===== src/rtl/sfpe_pkg.sv =====
package sfpe_pkg;

  localparam logic KIND_START = 1'b0;
  localparam logic KIND_BYTE  = 1'b1;

  localparam logic [1:0] ST_OK       = 2'd0;
  localparam logic [1:0] ST_TOO_MANY = 2'd1;
  localparam logic [1:0] ST_NO_SLOTS = 2'd2;
  localparam logic [1:0] ST_EMPTY    = 2'd3;

  localparam logic CFG_SIZE_MODE = 1'b0;
  localparam logic CFG_BASE_TILE = 1'b1;

  localparam logic [15:0] X_BIAS     = 16'h0080;
  localparam logic [7:0]  Y_BIAS     = 8'h70;
  localparam logic [8:0]  LARGE_STEP = 9'd2;
  localparam logic [8:0]  ROW_SKIP   = 9'h010;

  // Each row holds small width, small height, large width, large height.
  localparam logic [6:0] SIZE_TBL [8][4] = '{
    '{7'd8,  7'd8,  7'd16, 7'd16},
    '{7'd8,  7'd8,  7'd32, 7'd32},
    '{7'd8,  7'd8,  7'd64, 7'd64},
    '{7'd16, 7'd16, 7'd32, 7'd32},
    '{7'd16, 7'd16, 7'd64, 7'd64},
    '{7'd32, 7'd32, 7'd64, 7'd64},
    '{7'd16, 7'd32, 7'd32, 7'd64},
    '{7'd16, 7'd32, 7'd32, 7'd32}
  };

  typedef struct packed {
    logic               kind;
    logic [7:0]         data_byte;
    logic signed [15:0] base_x;
    logic signed [15:0] base_y;
    logic [7:0]         first_slot;
  } in_t;

  typedef struct packed {
    logic [6:0]         sprite_slot;
    logic signed [15:0] pos_x;
    logic [7:0]         pos_y;
    logic [8:0]         tile_idx;
    logic               is_large;
    logic [6:0]         sprite_width;
    logic [6:0]         sprite_height;
    logic               last_piece;
    logic [1:0]         status;
  } out_t;

  typedef struct packed {
    logic push;
    out_t res;
  } res_push_t;

endpackage


===== src/rtl/sfpe_frame.sv =====
module sfpe_frame #(
  parameter int MAX_PIECES   = 64,
  parameter int SPRITE_SLOTS = 128
) (
  input  logic                  clk_i,
  input  logic                  rst_ni,
  input  logic                  fire_i,
  input  sfpe_pkg::in_t         item_i,
  input  logic [2:0]            size_mode_i,
  input  logic [8:0]            base_tile_i,
  output sfpe_pkg::res_push_t   push_o
);

  localparam logic [3:0] PH_HDR_FIRST = 4'd0;
  localparam logic [3:0] PH_HDR_LAST  = 4'd7;
  localparam logic [3:0] PH_X         = 4'd8;
  localparam logic [3:0] PH_Y         = 4'd9;
  localparam logic [3:0] PH_HDR_CNT   = 4'd5;

  logic [3:0]  phase_q, phase_d;
  logic [7:0]  hdr_q [5];
  logic [7:0]  hdr_d [5];
  logic [8:0]  gtc_q, gtc_d;
  logic [9:0]  pi_q, pi_d;
  logic [7:0]  pend_q, pend_d;
  logic [15:0] bx_q, bx_d;
  logic [15:0] by_q, by_d;
  logic [7:0]  fs_q, fs_d;
  logic        abort_q, abort_d;

  logic [9:0]  total;
  logic [9:0]  lim_small;
  logic [9:0]  free_slots;
  logic        in_large;
  logic        in_small;
  logic [8:0]  gtc_cur;
  logic [8:0]  step_l;
  logic [9:0]  pi_inc;
  logic [1:0]  st;

  assign total      = {2'b00, hdr_q[0]} + {2'b00, hdr_q[1]} + {2'b00, hdr_q[3]};
  assign lim_small  = {2'b00, hdr_q[0]} + {2'b00, hdr_q[1]};
  assign free_slots = 10'(SPRITE_SLOTS) - {2'b00, fs_q};
  assign in_large   = pi_q < {2'b00, hdr_q[0]};
  assign in_small   = pi_q < lim_small;
  assign pi_inc     = pi_q + 10'd1;

  always_comb begin
    gtc_cur = gtc_q;
    if (!in_large && in_small && (pi_q == {2'b00, hdr_q[0]})) begin
      gtc_cur = {1'b0, hdr_q[2]};
    end else if (!in_small && (pi_q == lim_small)) begin
      gtc_cur = {1'b0, hdr_q[4]};
    end
    step_l = gtc_cur + sfpe_pkg::LARGE_STEP;
    if (step_l[4]) begin
      step_l = step_l + sfpe_pkg::ROW_SKIP;
    end
  end

  always_comb begin
    if (total > 10'(MAX_PIECES)) begin
      st = sfpe_pkg::ST_TOO_MANY;
    end else if ((fs_q > 8'(SPRITE_SLOTS)) || (total > free_slots)) begin
      st = sfpe_pkg::ST_NO_SLOTS;
    end else if (total == 10'd0) begin
      st = sfpe_pkg::ST_EMPTY;
    end else begin
      st = sfpe_pkg::ST_OK;
    end
  end

  always_comb begin
    phase_d = phase_q;
    hdr_d   = hdr_q;
    gtc_d   = gtc_q;
    pi_d    = pi_q;
    pend_d  = pend_q;
    bx_d    = bx_q;
    by_d    = by_q;
    fs_d    = fs_q;
    abort_d = abort_q;
    push_o  = '0;
    if (fire_i) begin
      if (item_i.kind == sfpe_pkg::KIND_START) begin
        bx_d    = item_i.base_x;
        by_d    = item_i.base_y;
        fs_d    = item_i.first_slot;
        phase_d = PH_HDR_FIRST;
        for (int i = 0; i < 5; i++) begin
          hdr_d[i] = 8'd0;
        end
        gtc_d   = 9'd0;
        pi_d    = 10'd0;
        pend_d  = 8'd0;
        abort_d = 1'b0;
      end else if (!abort_q) begin
        if (phase_q < PH_X) begin
          if (phase_q < PH_HDR_CNT) begin
            hdr_d[phase_q[2:0]] = item_i.data_byte;
          end
          phase_d = phase_q + 4'd1;
          if (phase_q == PH_HDR_LAST) begin
            if (st != sfpe_pkg::ST_OK) begin
              push_o.push           = 1'b1;
              push_o.res.last_piece = 1'b1;
              push_o.res.status     = st;
              abort_d               = 1'b1;
            end else begin
              gtc_d = 9'd0;
              pi_d  = 10'd0;
            end
          end
        end else if (phase_q == PH_X) begin
          pend_d  = item_i.data_byte;
          phase_d = PH_Y;
        end else begin
          phase_d                  = PH_X;
          push_o.push              = 1'b1;
          push_o.res.sprite_slot   = fs_q[6:0] + pi_q[6:0];
          push_o.res.pos_x         = bx_q + {8'd0, pend_q} - sfpe_pkg::X_BIAS;
          push_o.res.pos_y         = by_q[7:0] + item_i.data_byte - sfpe_pkg::Y_BIAS;
          push_o.res.tile_idx      = base_tile_i + gtc_cur;
          push_o.res.is_large      = in_large;
          push_o.res.sprite_width  = sfpe_pkg::SIZE_TBL[size_mode_i][{in_large, 1'b0}];
          push_o.res.sprite_height = sfpe_pkg::SIZE_TBL[size_mode_i][{in_large, 1'b1}];
          push_o.res.last_piece    = (pi_inc == total);
          push_o.res.status        = sfpe_pkg::ST_OK;
          gtc_d                    = in_large ? step_l : (gtc_cur + 9'd1);
          pi_d                     = pi_inc;
          abort_d                  = (pi_inc >= total);
        end
      end
    end
  end

  always_ff @(posedge clk_i or negedge rst_ni) begin
    if (!rst_ni) begin
      phase_q <= PH_HDR_FIRST;
      for (int i = 0; i < 5; i++) begin
        hdr_q[i] <= 8'd0;
      end
      gtc_q   <= 9'd0;
      pi_q    <= 10'd0;
      pend_q  <= 8'd0;
      bx_q    <= 16'd0;
      by_q    <= 16'd0;
      fs_q    <= 8'd0;
      abort_q <= 1'b1;
    end else begin
      phase_q <= phase_d;
      hdr_q   <= hdr_d;
      gtc_q   <= gtc_d;
      pi_q    <= pi_d;
      pend_q  <= pend_d;
      bx_q    <= bx_d;
      by_q    <= by_d;
      fs_q    <= fs_d;
      abort_q <= abort_d;
    end
  end

endmodule


===== src/rtl/sfpe_out_q.sv =====
module sfpe_out_q (
  input  logic                clk_i,
  input  logic                rst_ni,
  input  sfpe_pkg::res_push_t push_i,
  output logic                full_o,
  output logic                out_valid_o,
  input  logic                out_stall_i,
  output sfpe_pkg::out_t      out_req_o
);

  sfpe_pkg::out_t mem_q [2];
  logic           wr_ptr_q;
  logic           rd_ptr_q;
  logic [1:0]     cnt_q;
  logic           pop;

  assign full_o      = (cnt_q == 2'd2);
  assign out_valid_o = (cnt_q != 2'd0);
  assign out_req_o   = mem_q[rd_ptr_q];
  assign pop         = out_valid_o && !out_stall_i;

  always_ff @(posedge clk_i) begin
    if (push_i.push) begin
      mem_q[wr_ptr_q] <= push_i.res;
    end
  end

  always_ff @(posedge clk_i or negedge rst_ni) begin
    if (!rst_ni) begin
      wr_ptr_q <= 1'b0;
      rd_ptr_q <= 1'b0;
      cnt_q    <= 2'd0;
    end else begin
      if (push_i.push) begin
        wr_ptr_q <= ~wr_ptr_q;
      end
      if (pop) begin
        rd_ptr_q <= ~rd_ptr_q;
      end
      cnt_q <= cnt_q + {1'b0, push_i.push} - {1'b0, pop};
    end
  end

endmodule


===== src/rtl/sprite_frame_piece_expander.sv =====
// A request is held in the input register and decoded once the result queue has room; any
// sprite or status result it yields is queued there and offered on the output port.
// Throughput: one request per cycle; a two-entry result queue absorbs output stalls, and
// the input stalls only while that queue is full.
// Reset is asynchronous and active low: input register and result queue empty, registers
// clear to zero but the abort flag sets, so record bytes are ignored until the first start.
module sprite_frame_piece_expander #(
  parameter int MAX_PIECES   = 64,
  parameter int SPRITE_SLOTS = 128
) (
  input  logic           clk_i,
  input  logic           rst_ni,
  input  logic           in_valid_i,
  output logic           in_stall_o,
  input  sfpe_pkg::in_t  in_req_i,
  output logic           out_valid_o,
  input  logic           out_stall_i,
  output sfpe_pkg::out_t out_req_o,
  input  logic           cfg_we_i,
  input  logic           cfg_idx_i,
  input  logic [8:0]     cfg_data_i
);

  logic                in_vld_q;
  sfpe_pkg::in_t       in_q;
  logic                full;
  logic                fire;
  logic                accept;
  logic [2:0]          size_mode_q;
  logic [8:0]          base_tile_q;
  sfpe_pkg::res_push_t push;

  assign in_stall_o = in_vld_q && full;
  assign accept     = in_valid_i && !in_stall_o;
  assign fire       = in_vld_q && !full;

  always_ff @(posedge clk_i) begin
    if (accept) begin
      in_q <= in_req_i;
    end
  end

  always_ff @(posedge clk_i or negedge rst_ni) begin
    if (!rst_ni) begin
      in_vld_q    <= 1'b0;
      size_mode_q <= 3'd0;
      base_tile_q <= 9'd0;
    end else begin
      if (accept) begin
        in_vld_q <= 1'b1;
      end else if (fire) begin
        in_vld_q <= 1'b0;
      end
      if (cfg_we_i) begin
        case (cfg_idx_i)
          sfpe_pkg::CFG_SIZE_MODE: size_mode_q <= cfg_data_i[2:0];
          sfpe_pkg::CFG_BASE_TILE: base_tile_q <= cfg_data_i;
          default: ;
        endcase
      end
    end
  end

  sfpe_frame #(
    .MAX_PIECES  (MAX_PIECES),
    .SPRITE_SLOTS(SPRITE_SLOTS)
  ) u_frame (
    .clk_i      (clk_i),
    .rst_ni     (rst_ni),
    .fire_i     (fire),
    .item_i     (in_q),
    .size_mode_i(size_mode_q),
    .base_tile_i(base_tile_q),
    .push_o     (push)
  );

  sfpe_out_q u_out_q (
    .clk_i      (clk_i),
    .rst_ni     (rst_ni),
    .push_i     (push),
    .full_o     (full),
    .out_valid_o(out_valid_o),
    .out_stall_i(out_stall_i),
    .out_req_o  (out_req_o)
  );

endmodule


===== config.mk =====
export PLATFORM = sky130hd
export DESIGN_NAME = sprite_frame_piece_expander
export DESIGN_NICKNAME = d
export VERILOG_FILES = /design/src/rtl/sfpe_pkg.sv /design/src/rtl/sfpe_frame.sv /design/src/rtl/sfpe_out_q.sv /design/src/rtl/sprite_frame_piece_expander.sv
export SDC_FILE = /design/constraint.sdc
export NUM_CORES = 1
export LEC_CHECK = 0
export BUFFER_PORTS_ARGS = -buffer_cell sky130_fd_sc_hd__buf_2
export CAP_MARGIN = 15
export CELL_PAD_IN_SITES_DETAIL_PLACEMENT = 0
export CELL_PAD_IN_SITES_GLOBAL_PLACEMENT = 1
export CORE_MARGIN = 4
export CORE_UTILIZATION = 53
export CTS_CLUSTER_SIZE = 14
export DETAILED_ROUTE_END_ITERATION = 8
export PLACE_DENSITY = 0.84
export SETUP_SLACK_MARGIN = 0.02
export SLEW_MARGIN = 15
export SYNTH_ARGS = -nofsm -noshare
export SYNTH_HDL_FRONTEND = slang
export SYNTH_SLANG_ARGS = --single-unit

===== constraint.sdc =====
create_clock -name clk_i -period 16.6 [get_ports clk_i]
set_clock_uncertainty 0.1 [all_clocks]
set_input_delay 3.32 -clock clk_i [delete_from_list [all_inputs] [get_ports clk_i]]
set_output_delay 3.32 -clock clk_i [all_outputs]
set_load 0.02 [all_outputs]

Word-level counts from Yosys, hierarchy flattened. Memory sizes are Yosys's and may differ from the RTL's. Cells that the tools add are included.

Memories kept: 2. Output and inout port bits: 60. Memory bits (read-only): 224. Memory bits (writable): 116. Bits of input ports: 64. Flip-flop bits (word level): 162.

Bitwise gates (word level): 8. Reductions and logical operators: 25. Add/subtract/negate cells: 16. Order comparisons: 13. Equal/unequal tests: 14. Muxes and demuxes: 61.

Memory list: (name not given) (words 8, bits a word 28, read ports 1, clocked after Yosys merged registers in 0, wr ports 0, RTL line sfpe_frame.sv:125) `push_o.res.sprite_width = sfpe_pkg::SIZE_TBL[size_mode_i][{in_large, 1'b0}];`; u_out_q.mem_q (words 2, bits a word 58, read ports 1, clocked after Yosys merged registers in 0, wr ports 1, RTL line sfpe_out_q.sv:11) `sfpe_pkg::out_t mem_q [2];`.

Operator list (count): 59-bit 2-to-1 mux (4); 40-bit 2-to-1 mux (4); 9-bit 2-to-1 mux (10); 10-bit 2-to-1 mux (6); 28-bit 2-to-1 mux (2); 55-bit 2-to-1 mux (1); 40-bit bitwise mux (1); 8-bit 2-to-1 mux (5); 7-bit binary-select mux with 2-bit select (2); 7-bit 2-to-1 mux (4); 8-bit demux with 3-bit select (1); 10-bit equality test (2); 16-bit by 8-bit adder with 16-bit output (1); 16-bit by 8-bit subtractor with 16-bit output, second input constant (1); 1-bit 2-to-1 mux (12); 4-bit 2-to-1 mux (3); 10-bit by 1-bit adder with 10-bit output, second input constant (1); 9-bit by 8-bit adder with 10-bit output (1); 10-bit by 8-bit equality test with 1-bit output (1); 10-bit greater-or-equal comparator (1); 10-bit greater-than comparator (1); 10-bit by 7-bit greater-than comparator with 1-bit output, second input constant (1); 10-bit zero test (1); 10-bit < comparator (1); 38 further kinds (70).

Depth between registers and ports, before layout.
Depth after elaboration: 15. Depth in mapped cells: 28. Depth with buffers taken out: 27.

By module. Synthesis repeated with hierarchy kept, for this count alone.

Cell total of the unflattened synthesis: 1320. Area, all modules: 15324.7 um2.

By module, submodules not included: sfpe_frame (area each 8917.3 um2, instances 1, cells an instance 1041, sequential area each 2603.7 um2); sfpe_out_q (area each 4435.5 um2, instances 1, cells an instance 199, sequential area each 3583.4 um2); sprite_frame_piece_expander (area each 1971.9 um2, instances 1, cells an instance 80, sequential area each 1796.7 um2).

Worst setup path before layout. No wires, ideal clock.

Path type: flip-flop to flip-flop. Start point: reg u_frame.hdr_q[32] (netlist name). End point: mem u_out_q.mem_q[1][0] (netlist name) (enable). Clock period less this slack: 8232 ps. Data arrival time: 7599 ps. Setup slack: 8368 ps. Data required time: 15967 ps. Setup time: 533 ps. Cell stages (with the launch flop): 23. Path buffers: 0. Cell sequence: dfrtp_1 -> ha_1 -> inv_1 -> fa_1 -> nor2b_1 -> o21ai_0 -> o21ai_0 -> xor2_1 -> ha_1 -> nand4_1 -> a21oi_1 -> o31a_1 -> o211a_1 -> ha_1 -> nand4_1 -> nor2_1 -> a221oi_1 -> o22ai_1 -> a32oi_1 -> o21a_1 -> o21ai_0 -> a21oi_1 -> nor3b_1.

Word-level cells in the longest chain between the ends: 15. Elaborated cells on any way between the ends: 18.

RTL lines: from (decl) (RTL line sfpe_frame.sv:21) `logic [7:0] hdr_q [5];`; from (signal assigned) (RTL line sfpe_frame.sv:152) `hdr_q <= hdr_d;`; 8-bit by 8-bit adder with 9-bit output * (RTL line sfpe_frame.sv:41) `assign total = {2'b00, hdr_q[0]} + {2'b00, hdr_q[1]} + {2'b00, hdr_q[3]};`; 9-bit by 8-bit adder with 10-bit output * (RTL line sfpe_frame.sv:41); 10-bit greater-than comparator or 10-bit zero test (tied branches) (RTL line sfpe_frame.sv:64, sfpe_frame.sv:66); 1-bit logical OR or 2-bit 2-to-1 mux (tied branches) (RTL line sfpe_frame.sv:64, sfpe_frame.sv:66); 2-bit 2-to-1 mux (RTL line sfpe_frame.sv:64) `end else if ((fs_q > 8'(SPRITE_SLOTS)) || (total > free_slots)) begin`; 2-bit 2-to-1 mux * (RTL line sfpe_frame.sv:62) `if (total > 10'(MAX_PIECES)) begin`; 2-bit nonzero test * (RTL line sfpe_frame.sv:104) `if (st != sfpe_pkg::ST_OK) begin`; 1-bit 2-to-1 mux * (RTL line sfpe_frame.sv:104); 1-bit 2-to-1 mux * (RTL line sfpe_frame.sv:103) `if (phase_q == PH_HDR_LAST) begin`; 1-bit 2-to-1 mux * (RTL line sfpe_frame.sv:98) `if (phase_q < PH_X) begin`; 59-bit 2-to-1 mux * (RTL line sfpe_frame.sv:97) `end else if (!abort_q) begin`; 59-bit 2-to-1 mux * (RTL line sfpe_frame.sv:85) `if (item_i.kind == sfpe_pkg::KIND_START) begin`; 59-bit 2-to-1 mux * (RTL line sfpe_frame.sv:84) `if (fire_i) begin`; 1-bit 2-to-1 mux * (RTL line sfpe_out_q.sv:23) `if (push_i.push) begin`; 1-bit 2-to-1 mux (not written as such) * (RTL line sfpe_out_q.sv:24) `mem_q[wr_ptr_q] <= push_i.res;`; to (decl) (RTL line sfpe_out_q.sv:11).

Mark *: on every way between the ends. The rest lies on a longest branch, timed or not.

==> reports/metrics.csv <==
metric;value;unit
synthesis warning total;0;
EDFF count, synth;143;
post-synth top area cell;edfxtp_1;
# IOs;124;
worst rel slew slack;32.5;%
via count;10200;
nets@finish;1567;
hold_buf cts;0;
First-pass DRT Iterations;5;
reg2reg setup slack;9820;ps
register area;7320;um^2
Worst-Skew Late Latency;560;ps
Max IR drop VDD;0.183;mV
CORE AREA;27200;um^2
DR iter-0 viols;767;
vias in the first global route;10200;
crit path launch type;flop;
RSZ-0062 raised after global routing;no;
final setup vio count;0;
worst setup path category;reg -> reg;
GP Congestion;0.927;
Final Slew Violations;0;
RR Endpoint;u_out_q.mem_q[0][26];
Inserted Clock Buffers;28;
Avg Cell Area, Syn;11.5;um^2
finished layout cell area;16700;um^2
cell family with most CP delay;compound AO/OA/AOI/OAI gates;
Compound-Gate Fraction of Synth Area;10.7;%
multiplexer share of the synthesized area;11.5;%
DR WL/cell;19.4;um
CP most frequent cell;a21oi_1;
Post-DP HPWL;24.3;mm
maximum number of pins on one net before global-route repair;76;
PD cells;182;nW/um^2
GRT Util Overall;22.8;%
Mapped Area;14800;um^2
sequential area share after synthesis;49.6;%
CP required;16790;ps
setup bufs post-CTS;0;
CP Buf/Inv Count;2;
outcome;complete, no violations;
FFs w/ async S/R, synth;45.8;%
top post-synthesis cells by area;edfxtp_1 29%, dfrtp_1 20%, mux2_2 10%;
combinational family with the most area after synthesis;multiplexers;
xor/xnor cell area share of the yosys netlist;4.31;%
Pleak;0.00750;uW
crit path to;u_out_q.mem_q[0][26];
fillcell total;2204;
first-pass GRT wire length;56.1;mm
final hold violation count;0;
post-synth top area share;29.1;%
CTS sink count;264;
post-synthesis cell type count;69;
antenna violations before repair;1;
count leader, synth;edfxtp_1;
clock tree buffer depth;3;
Die Ht;175;um
Worst-path clk slew;60;ps
Worst Tran Pin Value;1010;ps
Die W;175;um
CP arrival;6970;ps
critical path's largest stage delay;510;ps
period utilisation layout;40.9;%
# DRC;0;
Routed Antenna Nets;0;
drt total wl;34.5;mm
Resized cells post-CTS;0;
share of post-route cells with drive strength above 1;22.7;%
DR vias/cell;5.74;
final setup TNS;0;ps
ys flop type;edfxtp_1;
Mapped Cells;1279;
WP depth;27;
Post-Synth Simple-Gate Area;10.2;%
worst r2r src;u_frame.hdr_q[25];
Port Buffer Count;109;
maxcap violations;0;
Crit-path slowest cell;or3_4;
Seq cells post-synth;264;
CTS tree;yes;
Die Area;30600;um^2
r2r worst-path depth;27;
remaining global-route overflow;0;
num rows;60;
CTS H-tree lvls;1;
Diodes inserted;0;
adder-cell share of the synthesized area;10.0;%
worst-path fanout max;18;
footprint of the multi-input gates;6960;um^2
worst min path class;reg -> reg;
Synth top cells by count;143 x edfxtp_1, 133 x mux2_2, 120 x dfrtp_1;
Post-Place Cell Area;15700;um^2
Initial Util;54.3;%
Worst setup EP type;flop;
CP startpoint;u_frame.hdr_q[25];
f_max;147;MHz
CTS root buf;clkbuf_16;
Final min period;6780;ps
area delta synth->final;13.0;%
worst min-delay path by stage:
stage                     startpoint                to  slack [ps]  depth (start not counted)
after global placement      in_q[32]   u_frame.bx_q[8]         330                          2
after floorplan             in_q[34]  u_frame.bx_q[10]         330                          2
after CTS                   in_q[38]  u_frame.bx_q[14]         350                          2
final                       in_q[38]  u_frame.bx_q[14]         350                          2
after global routing        in_q[38]  u_frame.bx_q[14]         360                          2
after detailed placement    in_q[38]  u_frame.bx_q[14]         340                          2
state kept, by name, summed over array words and instances, names as in the netlist:
register / count
u_frame.phase_q: 4
base_tile_q: 9
u_frame.pend_q: 8
u_frame.abort_q: 1
size_mode_q: 3
u_out_q.wr_ptr_q: 1
u_out_q.cnt_q: 2
u_frame.fs_q: 8
in_q: 41
u_frame.by_q: 8
u_out_q.rd_ptr_q: 1
u_frame.bx_q: 16
u_frame.hdr_q: 40
in_vld_q: 1
u_frame.gtc_q: 9
u_out_q.mem_q: 102
u_frame.pi_q: 10
worst reg2reg max path: stages (launching register included):
cell	delay, ps
dfrtp_1	400
ha_1	300
a21o_1	190
a21oi_1	260
o21bai_1	100
a21oi_1	250
o21bai_1	100
a21oi_1	210
xnor2_1	210
inv_1	80
ha_1	300
a21o_1	160
a211oi_1	410
nand2_1	280
or3_4	510
mux2i_1	340
inv_1	160
ha_1	240
fa_1	400
a21o_1	200
a21oi_1	240
o21bai_1	100
a21oi_1	220
o21bai_1	110
a21oi_1	200
xor2_1	240
xnor2_1	150
nor2_1	70
cell usage in the layout (no fill, tap or decap), drive strengths merged, types with 50 or more instances in the layout:
master / instances
edfxtp: 143
mux2: 134
buf: 125
dfrtp: 120
ha: 108
nand2: 95
inv: 76
o21ai: 67
nor2: 64
a21oi: 50
stage by stage:
step                      instances  hold WS (ps)  setup slack, ps  total power [uW]  util [%]
after CTS                      1783           351             9890              3040      61.4
after global routing           1783           364             9370              3280      61.4
after floorplan                1284           326             8370              2000         -
final                          1783           354             9820              3030      61.4
after global placement         1731           334            10150              2340      57.8
after detailed placement       1731           336             9910              2370      57.8
cell families (layout without fill, tap and decap cells):
logic type / Yosys count / after routing
and+or+nand+nor: 310 / 310
buffers and inverters: 126 / 253
DFF: 264 / 264
xor gates and xnor gates: 71 / 71
other: 1 / 6
adders and majority gates: 115 / 115
muxes: 153 / 153
AOI/OAI and AO/OA: 239 / 239
power breakdown:
group | switching, uW | internal, uW
clock network | 259 | 393
logic | 825 | 611
registers | 126 | 816
metal layers:
metal  part of all wire [%]  vias to the layer above  global-route usage, %
met5                      0                        -                      0
met4                    2.1                        0                   4.71
met3                    5.4                       53                   3.18
met2                     46                      287                   37.1
met1                     46                     5032                   33.1
li1                       -                     4868                      -
area by class of cell:
type | instances | share of cell area [%]
clock buffers | 39 | 4.69
clock inverters | 13 | 1.19
inverters | 76 | 1.71
multi-input cells | 894 | 41.7
flip-flops and latches | 264 | 43.9
well taps | 372 | 2.79
repair buffers | 125 | 4.00
(Power assumes the default switching activity.)
